### src/design/iida_pkg.sv
// Shared command, status and field-width constants for the indexed insert/delete array.
package iida_pkg;

    // Command codes carried on the input tuser field.
    localparam logic [2:0] OP_INSERT  = 3'd0;
    localparam logic [2:0] OP_READ    = 3'd1;
    localparam logic [2:0] OP_REM_IDX = 3'd2;
    localparam logic [2:0] OP_REM_VAL = 3'd3;
    localparam logic [2:0] OP_FIND    = 3'd4;
    localparam logic [2:0] OP_CLEAR   = 3'd5;

    // Result status codes.
    localparam logic [1:0] ST_OK    = 2'd0;
    localparam logic [1:0] ST_FULL  = 2'd1;
    localparam logic [1:0] ST_RANGE = 2'd2;

    // Field widths of the stream payloads.
    localparam int OP_W    = 3;
    localparam int POS_W   = 5;
    localparam int VAL_W   = 32;
    localparam int MIDX_W  = 4;
    localparam int CNT5_W  = 5;
    localparam int STAT_W  = 2;
    localparam int IN_TDATA_W  = 40;
    localparam int OUT_TDATA_W = 56;

    // A find-all run reports at most this many matches.
    localparam int MAX_RUN = 16;
    localparam int RUN_W   = 5;

endpackage

### src/design/indexed_insert_delete_array.sv
// Indexed insert/delete array: an ordered word store in one synchronous memory with a sequencer.
//
// The block keeps an ordered list of up to CAPACITY words of DATA_WIDTH bits in a
// single-port-write, single-port-read memory with a registered read. Each input
// transfer carries one command; the block takes one command at a time and answers with one
// result transfer, except find all, which answers with one transfer per matching entry (at
// most 16) and marks the final one with tlast. All the cost comes from walking the memory one
// entry per cycle through the read-modify-write pipe, except while find all waits for a held
// match to leave. Read fetches a single entry; clear, append, rejected commands and undefined
// opcodes walk none; insert at index p walks entries count - 1 down to p, remove at index p
// walks entries p up to count - 1, and remove by value and find all walk all count entries
// (find all fewer when it stops at sixteen matches), where count is the number of stored entries. Any
// command stretches further while the previous result still waits in the output register,
// and find all also while a held match cannot leave. A finished result sits in the output
// register, so the next command is taken as soon as the sequencer is back in idle, even
// while that result still waits to be taken. Entries above the current count are never
// read, so the memory needs no clearing after reset.
module indexed_insert_delete_array #(
    parameter int CAPACITY   = 16,
    parameter int DATA_WIDTH = 32
) (
    input  logic                          clk,
    input  logic                          rst_n,
    input  logic                          s_axis_tvalid,
    output logic                          s_axis_tready,
    // Fields from bit 0 up: position[4:0], value[36:5], zero fill[39:37].
    input  logic [iida_pkg::IN_TDATA_W-1:0]  s_axis_tdata,
    // Fields from bit 0 up: op[2:0].
    input  logic [iida_pkg::OP_W-1:0]        s_axis_tuser,
    output logic                          m_axis_tvalid,
    input  logic                          m_axis_tready,
    // Fields from bit 0 up: read_value[31:0], match_index[35:32], found[36],
    // removed_count[41:37], entry_count[46:42], status[48:47], zero fill[55:49].
    output logic [iida_pkg::OUT_TDATA_W-1:0] m_axis_tdata,
    output logic                          m_axis_tlast
);
    import iida_pkg::*;

    localparam int IDX_W = (CAPACITY > 1) ? $clog2(CAPACITY) : 1;
    localparam int CNT_W = $clog2(CAPACITY + 1);
    localparam logic [7:0] CAP8 = 8'(CAPACITY);

    typedef enum logic [2:0] {
        S_IDLE,
        S_INS,
        S_INSW,
        S_RDW,
        S_RMI,
        S_RMV,
        S_FND,
        S_EMIT
    } state_t;

    // Sequencer state.
    state_t                  state_reg, state_next;
    logic [CNT_W-1:0]        count_reg, count_next;
    logic [IDX_W-1:0]        s_reg, s_next;
    logic [CNT_W-1:0]        j_reg, j_next;
    logic [RUN_W-1:0]        n_reg, n_next;
    logic [IDX_W-1:0]        pos_reg, pos_next;
    logic [DATA_WIDTH-1:0]   val_reg, val_next;

    // Pending result of the current command.
    logic [VAL_W-1:0]        res_value_reg, res_value_next;
    logic [MIDX_W-1:0]       res_idx_reg, res_idx_next;
    logic                    res_found_reg, res_found_next;
    logic [CNT5_W-1:0]       res_removed_reg, res_removed_next;
    logic [STAT_W-1:0]       res_status_reg, res_status_next;

    // Output register.
    logic                    out_vld_reg, out_vld_next;
    logic [VAL_W-1:0]        out_value_reg, out_value_next;
    logic [MIDX_W-1:0]       out_idx_reg, out_idx_next;
    logic                    out_found_reg, out_found_next;
    logic [CNT5_W-1:0]       out_removed_reg, out_removed_next;
    logic [CNT5_W-1:0]       out_count_reg, out_count_next;
    logic [STAT_W-1:0]       out_status_reg, out_status_next;
    logic                    out_last_reg, out_last_next;

    // Memory and its ports.
    logic [DATA_WIDTH-1:0]   mem [CAPACITY];
    logic [DATA_WIDTH-1:0]   rd_data_reg;
    logic                    mem_rd_en;
    logic [IDX_W-1:0]        mem_rd_addr;
    logic                    mem_wr_en;
    logic [IDX_W-1:0]        mem_wr_addr;
    logic [DATA_WIDTH-1:0]   mem_wr_data;

    // Field unpacking and width conversions.
    logic [OP_W-1:0]         in_op;
    logic [7:0]              in_pos8;
    logic [63:0]             in_val64;
    logic [DATA_WIDTH-1:0]   in_val;
    logic [63:0]             rd_ext64;
    logic [VAL_W-1:0]        rd_value;
    logic [7:0]              s_ext8;
    logic [7:0]              s_plus8;
    logic [7:0]              count_ext8;
    logic [7:0]              count_m1_8;
    logic [CNT_W-1:0]        j_inc;
    logic [7:0]              removed8;
    logic                    out_free;
    logic                    keep;
    logic                    match;

    assign in_op      = s_axis_tuser;
    assign in_pos8    = 8'(s_axis_tdata[POS_W-1:0]);
    assign in_val64   = 64'(s_axis_tdata[POS_W+VAL_W-1:POS_W]);
    assign in_val     = in_val64[DATA_WIDTH-1:0];
    assign rd_ext64   = 64'(rd_data_reg);
    assign rd_value   = rd_ext64[VAL_W-1:0];
    assign s_ext8     = 8'(s_reg);
    assign s_plus8    = s_ext8 + 8'd1;
    assign count_ext8 = 8'(count_reg);
    assign count_m1_8 = count_ext8 - 8'd1;
    assign keep       = (rd_data_reg != val_reg);
    assign match      = (rd_data_reg == val_reg);
    assign j_inc      = keep ? (j_reg + CNT_W'(1)) : j_reg;
    assign removed8   = 8'(count_reg - j_inc);
    assign out_free   = !out_vld_reg || m_axis_tready;

    assign s_axis_tready = (state_reg == S_IDLE);
    assign m_axis_tvalid = out_vld_reg;
    assign m_axis_tlast  = out_last_reg;
    assign m_axis_tdata  = {7'd0, out_status_reg, out_count_reg, out_removed_reg,
                            out_found_reg, out_idx_reg, out_value_reg};

    always_comb
    begin
        state_next       = state_reg;
        count_next       = count_reg;
        s_next           = s_reg;
        j_next           = j_reg;
        n_next           = n_reg;
        pos_next         = pos_reg;
        val_next         = val_reg;
        res_value_next   = res_value_reg;
        res_idx_next     = res_idx_reg;
        res_found_next   = res_found_reg;
        res_removed_next = res_removed_reg;
        res_status_next  = res_status_reg;
        out_vld_next     = out_vld_reg && !m_axis_tready;
        out_value_next   = out_value_reg;
        out_idx_next     = out_idx_reg;
        out_found_next   = out_found_reg;
        out_removed_next = out_removed_reg;
        out_count_next   = out_count_reg;
        out_status_next  = out_status_reg;
        out_last_next    = out_last_reg;
        mem_rd_en        = 1'b0;
        mem_rd_addr      = '0;
        mem_wr_en        = 1'b0;
        mem_wr_addr      = '0;
        mem_wr_data      = '0;

        case (state_reg)
            S_IDLE:
            begin
                if (s_axis_tvalid)
                begin
                    pos_next         = in_pos8[IDX_W-1:0];
                    val_next         = in_val;
                    s_next           = '0;
                    j_next           = '0;
                    n_next           = '0;
                    res_value_next   = '0;
                    res_idx_next     = '0;
                    res_found_next   = 1'b0;
                    res_removed_next = '0;
                    res_status_next  = ST_OK;
                    state_next       = S_EMIT;
                    case (in_op)
                        OP_INSERT:
                        begin
                            if (count_ext8 >= CAP8)
                            begin
                                res_status_next = ST_FULL;
                            end
                            else if (in_pos8 > count_ext8)
                            begin
                                res_status_next = ST_RANGE;
                            end
                            else if (in_pos8 == count_ext8)
                            begin
                                // Append needs no shift.
                                mem_wr_en   = 1'b1;
                                mem_wr_addr = in_pos8[IDX_W-1:0];
                                mem_wr_data = in_val;
                                count_next  = count_reg + CNT_W'(1);
                            end
                            else
                            begin
                                mem_rd_en   = 1'b1;
                                mem_rd_addr = count_m1_8[IDX_W-1:0];
                                s_next      = count_m1_8[IDX_W-1:0];
                                state_next  = S_INS;
                            end
                        end
                        OP_READ,
                        OP_REM_IDX:
                        begin
                            if (in_pos8 >= count_ext8)
                            begin
                                res_status_next = ST_RANGE;
                            end
                            else
                            begin
                                mem_rd_en   = 1'b1;
                                mem_rd_addr = in_pos8[IDX_W-1:0];
                                s_next      = in_pos8[IDX_W-1:0];
                                state_next  = (in_op == OP_READ) ? S_RDW : S_RMI;
                            end
                        end
                        OP_REM_VAL,
                        OP_FIND:
                        begin
                            if (count_reg != '0)
                            begin
                                mem_rd_en   = 1'b1;
                                mem_rd_addr = '0;
                                state_next  = (in_op == OP_FIND) ? S_FND : S_RMV;
                            end
                        end
                        OP_CLEAR:
                        begin
                            count_next = '0;
                        end
                        default:
                        begin
                            res_status_next = ST_OK;
                        end
                    endcase
                end
            end
            S_INS:
            begin
                // Move entry s up by one while fetching entry s - 1.
                mem_wr_en   = 1'b1;
                mem_wr_addr = s_plus8[IDX_W-1:0];
                mem_wr_data = rd_data_reg;
                if (s_reg == pos_reg)
                begin
                    state_next = S_INSW;
                end
                else
                begin
                    mem_rd_en   = 1'b1;
                    mem_rd_addr = s_reg - IDX_W'(1);
                    s_next      = s_reg - IDX_W'(1);
                end
            end
            S_INSW:
            begin
                mem_wr_en   = 1'b1;
                mem_wr_addr = pos_reg;
                mem_wr_data = val_reg;
                count_next  = count_reg + CNT_W'(1);
                state_next  = S_EMIT;
            end
            S_RDW:
            begin
                res_value_next = rd_value;
                state_next     = S_EMIT;
            end
            S_RMI:
            begin
                // The first word fetched is the one removed; later ones move down.
                if (s_reg == pos_reg)
                begin
                    res_value_next = rd_value;
                end
                else
                begin
                    mem_wr_en   = 1'b1;
                    mem_wr_addr = s_reg - IDX_W'(1);
                    mem_wr_data = rd_data_reg;
                end
                if (s_plus8 < count_ext8)
                begin
                    mem_rd_en   = 1'b1;
                    mem_rd_addr = s_plus8[IDX_W-1:0];
                    s_next      = s_plus8[IDX_W-1:0];
                end
                else
                begin
                    count_next = count_reg - CNT_W'(1);
                    state_next = S_EMIT;
                end
            end
            S_RMV:
            begin
                // Compaction: survivors are written at j, which never passes s.
                if (keep)
                begin
                    mem_wr_en   = 1'b1;
                    mem_wr_addr = j_reg[IDX_W-1:0];
                    mem_wr_data = rd_data_reg;
                end
                j_next = j_inc;
                if (s_plus8 < count_ext8)
                begin
                    mem_rd_en   = 1'b1;
                    mem_rd_addr = s_plus8[IDX_W-1:0];
                    s_next      = s_plus8[IDX_W-1:0];
                end
                else
                begin
                    count_next       = j_inc;
                    res_removed_next = removed8[CNT5_W-1:0];
                    state_next       = S_EMIT;
                end
            end
            S_FND:
            begin
                // The latest match is held back in the result registers so that the
                // final one can carry tlast; a new match pushes the held one out.
                if (!(match && res_found_reg && !out_free))
                begin
                    if (match && res_found_reg)
                    begin
                        out_vld_next     = 1'b1;
                        out_value_next   = '0;
                        out_idx_next     = res_idx_reg;
                        out_found_next   = 1'b1;
                        out_removed_next = '0;
                        out_count_next   = count_ext8[CNT5_W-1:0];
                        out_status_next  = ST_OK;
                        out_last_next    = 1'b0;
                    end
                    if (match)
                    begin
                        res_idx_next   = s_ext8[MIDX_W-1:0];
                        res_found_next = 1'b1;
                        n_next         = n_reg + RUN_W'(1);
                    end
                    if ((s_plus8 >= count_ext8) || (match && (n_reg == RUN_W'(MAX_RUN - 1))))
                    begin
                        state_next = S_EMIT;
                    end
                    else
                    begin
                        mem_rd_en   = 1'b1;
                        mem_rd_addr = s_plus8[IDX_W-1:0];
                        s_next      = s_plus8[IDX_W-1:0];
                    end
                end
            end
            S_EMIT:
            begin
                if (out_free)
                begin
                    out_vld_next     = 1'b1;
                    out_value_next   = res_value_reg;
                    out_idx_next     = res_idx_reg;
                    out_found_next   = res_found_reg;
                    out_removed_next = res_removed_reg;
                    out_count_next   = count_ext8[CNT5_W-1:0];
                    out_status_next  = res_status_reg;
                    out_last_next    = 1'b1;
                    state_next       = S_IDLE;
                end
            end
            default:
            begin
                state_next = S_IDLE;
            end
        endcase
    end

    always_ff @(posedge clk or negedge rst_n)
    begin
        if (!rst_n)
        begin
            state_reg       <= S_IDLE;
            count_reg       <= '0;
            s_reg           <= '0;
            j_reg           <= '0;
            n_reg           <= '0;
            pos_reg         <= '0;
            val_reg         <= '0;
            res_value_reg   <= '0;
            res_idx_reg     <= '0;
            res_found_reg   <= 1'b0;
            res_removed_reg <= '0;
            res_status_reg  <= ST_OK;
            out_vld_reg     <= 1'b0;
            out_value_reg   <= '0;
            out_idx_reg     <= '0;
            out_found_reg   <= 1'b0;
            out_removed_reg <= '0;
            out_count_reg   <= '0;
            out_status_reg  <= ST_OK;
            out_last_reg    <= 1'b0;
        end
        else
        begin
            state_reg       <= state_next;
            count_reg       <= count_next;
            s_reg           <= s_next;
            j_reg           <= j_next;
            n_reg           <= n_next;
            pos_reg         <= pos_next;
            val_reg         <= val_next;
            res_value_reg   <= res_value_next;
            res_idx_reg     <= res_idx_next;
            res_found_reg   <= res_found_next;
            res_removed_reg <= res_removed_next;
            res_status_reg  <= res_status_next;
            out_vld_reg     <= out_vld_next;
            out_value_reg   <= out_value_next;
            out_idx_reg     <= out_idx_next;
            out_found_reg   <= out_found_next;
            out_removed_reg <= out_removed_next;
            out_count_reg   <= out_count_next;
            out_status_reg  <= out_status_next;
            out_last_reg    <= out_last_next;
        end
    end

    // Entry memory: one write and one registered read per cycle.
    always_ff @(posedge clk)
    begin
        if (mem_wr_en)
        begin
            mem[mem_wr_addr] <= mem_wr_data;
        end
        if (mem_rd_en)
        begin
            rd_data_reg <= mem[mem_rd_addr];
        end
    end

`ifndef SYNTHESIS
    // The stored count never passes the capacity.
    assert property (@(posedge clk) disable iff (!rst_n)
        count_ext8 <= CAP8)
        else $error("entry count above capacity");

    // The schedule never reads and writes the same entry in one cycle.
    assert property (@(posedge clk) disable iff (!rst_n)
        (mem_rd_en && mem_wr_en) |-> (mem_rd_addr != mem_wr_addr))
        else $error("memory read and write collide");

    // Only find all produces results without tlast, and each of them is a match.
    assert property (@(posedge clk) disable iff (!rst_n)
        (out_vld_reg && !out_last_reg) |-> (out_found_reg && (state_reg == S_FND
            || state_reg == S_EMIT)))
        else $error("non-final result that is not a find-all match");

    // A held result stays put while the output side stalls.
    assert property (@(posedge clk) disable iff (!rst_n)
        (out_vld_reg && !m_axis_tready) |=> (out_vld_reg && $stable(m_axis_tdata)))
        else $error("output register changed under a stall");
`endif

endmodule

### config.mk
export PLATFORM = sky130hd
export DESIGN_NAME = indexed_insert_delete_array
export DESIGN_NICKNAME = d
export VERILOG_FILES = /design/src/design/iida_pkg.sv /design/src/design/indexed_insert_delete_array.sv
export SDC_FILE = /design/constraint.sdc
export NUM_CORES = 1
export LEC_CHECK = 0
export ABC_CLOCK_PERIOD_IN_PS = 7100
export BUFFER_PORTS_ARGS = -buffer_cell sky130_fd_sc_hd__buf_2
export CELL_PAD_IN_SITES_DETAIL_PLACEMENT = 1
export CELL_PAD_IN_SITES_GLOBAL_PLACEMENT = 1
export CORE_MARGIN = 2
export CORE_UTILIZATION = 54
export CTS_BUF_LIST = sky130_fd_sc_hd__clkbuf_8
export DETAILED_ROUTE_END_ITERATION = 16
export PLACE_DENSITY = 0.8
export SYNTH_ARGS = -nofsm -noshare
export SYNTH_HDL_FRONTEND = slang
export SYNTH_SLANG_ARGS = --single-unit
export TNS_END_PERCENT = 30
### constraint.sdc
create_clock -name clk -period 7.1 [get_ports clk]
set_clock_uncertainty 0.2 [all_clocks]
set_input_delay 0.71 -clock clk [delete_from_list [all_inputs] [get_ports clk]]
set_output_delay 0.71 -clock clk [all_outputs]
set_load 0.03 [all_outputs]
After elaboration in Yosys (flattened, before gate mapping)
Memories as Yosys holds them, arrays and structs flattened. A register that Yosys moved wholly into a read port is not among the register bits.
Cells that the tools add are included.
Operators by class
  add/sub/neg operators: 8
  $lt $le $gt $ge: 5
  equal/unequal tests: 35
  muxes and demuxes: 131
  reductions and logical operators: 32
Operators with widths (count)
  32-bit 2-to-1 mux: 12
  32-bit case mux with 5 select lines: 1
  4-bit 2-to-1 mux: 26
  32-bit case mux with 3 select lines: 1
  5-bit 2-to-1 mux: 17
  32-bit case mux with 2 select lines: 1
  5-bit case mux with 2 select lines: 6
  3-bit 2-to-1 mux: 11
  32-bit equality test: 1
  32-bit != test: 1
  4-bit case mux with 4 select lines: 2
  1-bit 2-to-1 mux: 30
  2-bit != test, second input constant: 13
  4-bit case mux with 2 select lines: 3
  4-bit case mux with 5 select lines: 1
  5-bit case mux with 4 select lines: 1
  3-bit equality test, second input constant: 6
  3-bit case mux with 6 select lines: 1
  2-bit 2-to-1 mux: 8
  5-bit by 1-bit adder with 5-bit output, second input constant: 3
  3-bit by 2-bit equality test with 1-bit output, second input constant: 4
  6-bit AND reduction: 2
  5-bit greater-or-equal comparator: 2
  2-bit OR reduction: 5
  other kinds (31): 53
Storage, ports and cells
  flip-flop bits (word level): 153
  bits in writable memories: 512
  input bits: 47
  output and inout port bits: 59
  logic and storage cells: 232
  memories kept: 1
Memory list
  mem: depth 16, width 32, read ports 1, clocked after memory_dff 1, wr ports 1, line indexed_insert_delete_array.sv:81  | logic [DATA_WIDTH-1:0] mem [CAPACITY];

Logic depth before layout (Yosys ltp)
  depth after elaboration: 9
  depth in mapped cells: 16
  mapped depth without buffers: 13

Worst setup path before layout
OpenSTA, ideal clock, no wires.
  path type: register to register
  start point: reg rd_data_reg[20] (read register of mem)
  end point: mem mem[0][0], enable pin
  setup time: 0.470 ns
  arrival time: 4.816 ns
  data required time: 6.430 ns
  setup slack: 1.614 ns
  stages on the path, launching flop included: 10
  path buffers: 0
  clock period less this slack: 5.486 ns
  cell sequence: edfxtp_1 xnor2_1 nand4_1 nor4_1 nand2_1 ha_1 a222oi_1 o21a_1 nand2_1 a211oi_1
Between the ends
  word-level cells in the longest chain between the ends: 5
  elaborated cells between the ends (all ways): 7
  those cells by class: eq/ne (1); mux (6)
RTL lines
  start: declaration: line indexed_insert_delete_array.sv:82  | logic [DATA_WIDTH-1:0] rd_data_reg;
  32-bit != test (*): line indexed_insert_delete_array.sv:116  | assign keep = (rd_data_reg != val_reg);
  1-bit 2-to-1 mux: line indexed_insert_delete_array.sv:293  | if (keep)
  1-bit case mux with 4 select lines: line indexed_insert_delete_array.sv:156  | case (state_reg)
  1-bit 2-to-1 mux: line indexed_insert_delete_array.sv:423  | if (mem_wr_en)
  1-bit 2-to-1 mux (implied by the code): line indexed_insert_delete_array.sv:425  | mem[mem_wr_addr] <= mem_wr_data;
  end: declaration: line indexed_insert_delete_array.sv:81
Every way passes the cells marked *; elsewhere a longest branch is shown, timed or not.

Worst setup path in the final report
  start point: reg s_reg[0]
  end point: reg rd_data_reg[14] (read register of mem), data pin
Between the ends
  word-level cells in the longest chain between the ends: 6
  elaborated cells between the ends (all ways): 16
  those cells by class: add/sub (2); order compare (2); eq/ne (1); mux (10); reduce/logical (1)
RTL lines
  start: declaration: line indexed_insert_delete_array.sv:57  | logic [IDX_W-1:0] s_reg, s_next;
  start signal: assignment: line indexed_insert_delete_array.sv:399  | s_reg <= s_next;
  4-bit by 1-bit adder with 5-bit output: line indexed_insert_delete_array.sv:113  | assign s_plus8 = s_ext8 + 8'd1;
  5-bit greater-or-equal comparator: line indexed_insert_delete_array.sv:336  | if ((s_plus8 >= count_ext8) || (match && (n_reg == RUN_W'(MAX_RUN - 1))))
  1-bit logical OR: line indexed_insert_delete_array.sv:336
  4-bit 2-to-1 mux / 1-bit 2-to-1 mux (equally long branches): line indexed_insert_delete_array.sv:336
  4-bit 2-to-1 mux / 1-bit 2-to-1 mux (equally long branches): line indexed_insert_delete_array.sv:317  | if (!(match && res_found_reg && !out_free))
  4-bit case mux with 4 select lines / 1-bit case mux with 4 select lines (equally long branches): line indexed_insert_delete_array.sv:156
Parallel ways exist; a longest one is shown, timed or not.
A chain may end at the register's enable or synchronous reset.

==> flow_summary.toml <==
[detailed_routing]
drt-total-wl_mm = 84.58
remaining_drc_errors = 0
drtIter0Drc = 1927
firstDrtPassIters = 6
wl_per_cell_um = 27.80
vias_per_cell = 6.318
vias = 19220
drtAntennaViolNets = 0

[logic_synthesis]
synth-compound-area-share = 0.1061
simple_gate_share_of_the_synthesized_area = 0.08777
yosysTopAreaCell = "edfxtp_1"
async_reset_ff_frac = 0.2195
largest_family_of_logic_cells_by_synthesized_area = "compound AO/OA/AOI/OAI gates"
synth-adder-area-share = 0.01040
syn_area_um2 = 29610
synth_enable_flop_cells = 544
synthXorXnorAreaFrac = 0.01538
synth_top_area_frac = 0.5517
yosysUniqueCellTypes = 65
postSynthCellCount = 2127
post_synth_mux_area_share = 0.07044
synthFlopType = "edfxtp_1"
synth-warning-count = 0
yosysSeqAreaShare = 0.6810
area_contributors_post_synth = "edfxtp_1 (55%), dfrtp_1 (13%), mux2i_1 (4.5%)"
synth-seq-cells = 697
synthesis.area_per_instance_um2 = 13.92

[critical_path]
launch_instance_of_the_worst_register_to_register_path = "s_reg[0]$_DFFE_PN0P_"
critPathMaxFanout = 19
timing.critical_path.from_type = "flop"
critPathLaunch = "s_reg[0]$_DFFE_PN0P_"
critPathArrivalTime_ps = 5720
worst-setup-path-type = "flop to flop"
rrSetupSlack_ps = 1640
worst_ep_required_time_ps = 7360
setup.worst_path.end_class = "flop"

[floorplan]
die_area_um2 = 56720
rows = 85
fp.dieW_um = 238.2
chipHeight_um = 238.2
effective_utilization_at_floorplan = 0.5481
i_o_pins = 106
core_region_area_um2 = 54030

[clocking]
clock_tree_from_tritoncts = "built"
clock_path_buffers = 3
htree_num_levels = 3
insertion_delay_ps = 730
clock_tree.root_cell = "clkbuf_8"
post_cts_resized = 0
clk_transition_reported_paths_ps = 70
clock_sinks = 697
cts_inserted_buffers = 110

[timing]
worst-slew-pin-transition_ps = 1216
report.final.hold_viol_count = 0
final_min_period_over_clock_period = 0.7695
setup-tns-final_ps = 0
max_freq_mhz = 183.0
finalSetupViolations = 0
worst_slew_margin_rel = 0.1892
final-max-slew-violation-count = 0
setup_repair_after_global_routing_missed_its_margin = "no"
min_period_ps = 5463

[global_route]
gr-usage-met3 = 0.06640
groute.usage.overall = 0.3016
grt_pass1_vias = 20310
grt_overflow = 0
groute.layer.met2.usage = 0.4937
antenna_found_initial = 1
grt_busiest_layer = "met2"
global_route.usage.met1 = 0.3915
first_pass_grt_wire_length_mm = 126.0
pin_count_of_the_biggest_net_entering_global_routing = 91

[placement]
dpl.hpwl_mm = 50.27
io_buffer_count = 95
gp_congestion = 0.8792

[min_path]
worst_hold_path_type = "input pin to flop"
timing.hold.worst.start = "s_axis_tdata[19]"

[run_status]
run_status = "complete, no violations"

[finish]
registers.top_by_ff_count = "mem"
sequential_cell_area_um2 = 20160
proportion_of_layout_cells_with_a_drive_suffix_above_1 = 0.1715
fillers = 5183
final_core_utilization = 0.6097
largest_register_ffs = 512
area_overhead_vs_synth_pct = 11.24
final_nets = 2325
multi_input_gate_area_in_the_final_layout_um2 = 8810

[job]
drv_cap = 0
cells in the mapped netlist (all sizes together) (3+ instances only):
library cell / n
nand2: 351
a222oi: 3
or3: 4
edfxtp: 544
a21oi: 22
a211oi: 65
mux2: 67
clkbuf: 72
dfrtp: 153
o22ai: 33
buf: 64
nand2b: 5
nand4: 11
o211ai: 4
a31oi: 68
nor4: 6
o21ai: 42
ha: 23
a21o: 15
and3: 6
inv: 23
a22o: 43
nand3: 50
nor2: 78
mux2i: 133
a2111oi: 7
nor2b: 4
a221o: 66
o31ai: 9
xnor2: 40
and2: 64
xor2: 12
nor3: 10
area by class of cell:
| class | instances | share of cell area |
|---|---|---|
| Antenna cell | 2 | 0.0001519 |
| Clock buffer | 122 | 0.05098 |
| Clock inverter | 80 | 0.01143 |
| Inverter | 24 | 0.002735 |
| Multi-Input combinational cell | 1276 | 0.2675 |
| Sequential cell | 697 | 0.6122 |
| Tap cell | 696 | 0.02644 |
| Timing Repair Buffer | 145 | 0.02860 |
logic make-up after synthesis:
| kind of cell | count (synthesis) |
|---|---|
| AO/OA/AOI/OAI | 398 |
| multiplexers | 200 |
| adder cells (fa/ha/maj) | 24 |
| AND/OR/NAND/NOR | 595 |
| other | 1 |
| XOR/XNOR | 52 |
| flip-flops | 697 |
| buffers and inverters | 160 |
layout by cell type (no fill, tap or decap), types with 43 or more instances in the layout:
cell	instances
mux2i_1	133
a22o_1	43
inv_1	68
a31oi_1	68
clkbuf_8	122
nand2_1	349
nand3_1	50
nor2_1	60
mux2_2	67
dfrtp_1	153
a221o_1	66
edfxtp_1	544
buf_2	94
routing by layer:
metal  wire, um  part of all wire
met1      33310              0.39
met2      40990              0.48
met3       6926             0.082
met4       3349             0.040
met5          0                 0
critical path: stages, from the launching register on:
cell	delay (ps)
dfrtp_1	550
nand3_1	140
xnor2_1	450
ha_1	350
a21o_1	190
a21oi_1	300
o21ai_0	290
a2111oi_0	610
a211oi_2	250
nand2_1	810
buf_4	500
o22ai_1	210
a221o_1	320
path summary, 6_finish.rpt:
check,to,depth (start not counted)
worst min-delay path,val_reg[14]$_DFFE_PN0P_,3
worst max register to register,rd_data_reg[14]$_DFFE_PP_,12
min in group asynchronous,out_removed_reg[2]$_DFFE_PN0P_,2
max in group asynchronous,res_value_reg[21]$_DFFE_PN0P_,3
worst min register to register,res_value_reg[7]$_DFFE_PN0P_,2
worst max-delay path,rd_data_reg[14]$_DFFE_PP_,12
metrics by stage:
| stage | instance area [um2] | hold WS (ps) | setup WS [ps] | instances |
|---|---|---|---|---|
| detailed placement | 30790 | 257.4 | 1850 | 2829 |
| finish | 32940 | 73.57 | 1637 | 3042 |
| floorplan | 29630 | 214.4 | 1614 | 2133 |
| CTS | 32930 | 5.073 | 1771 | 3040 |
| global placement | 30790 | 254.9 | 2101 | 2829 |
| global route | 32930 | 36.65 | 1414 | 3040 |
repair_timing:
item                                   4_1_cts  5_1_grt
endpoints found under the hold margin       97        0
buffers inserted                             0        0
hold buffers                                 9        0
Power is not shown: default switching activity piles up to over one toggle a cycle in this logic, so the estimate is an artifact.
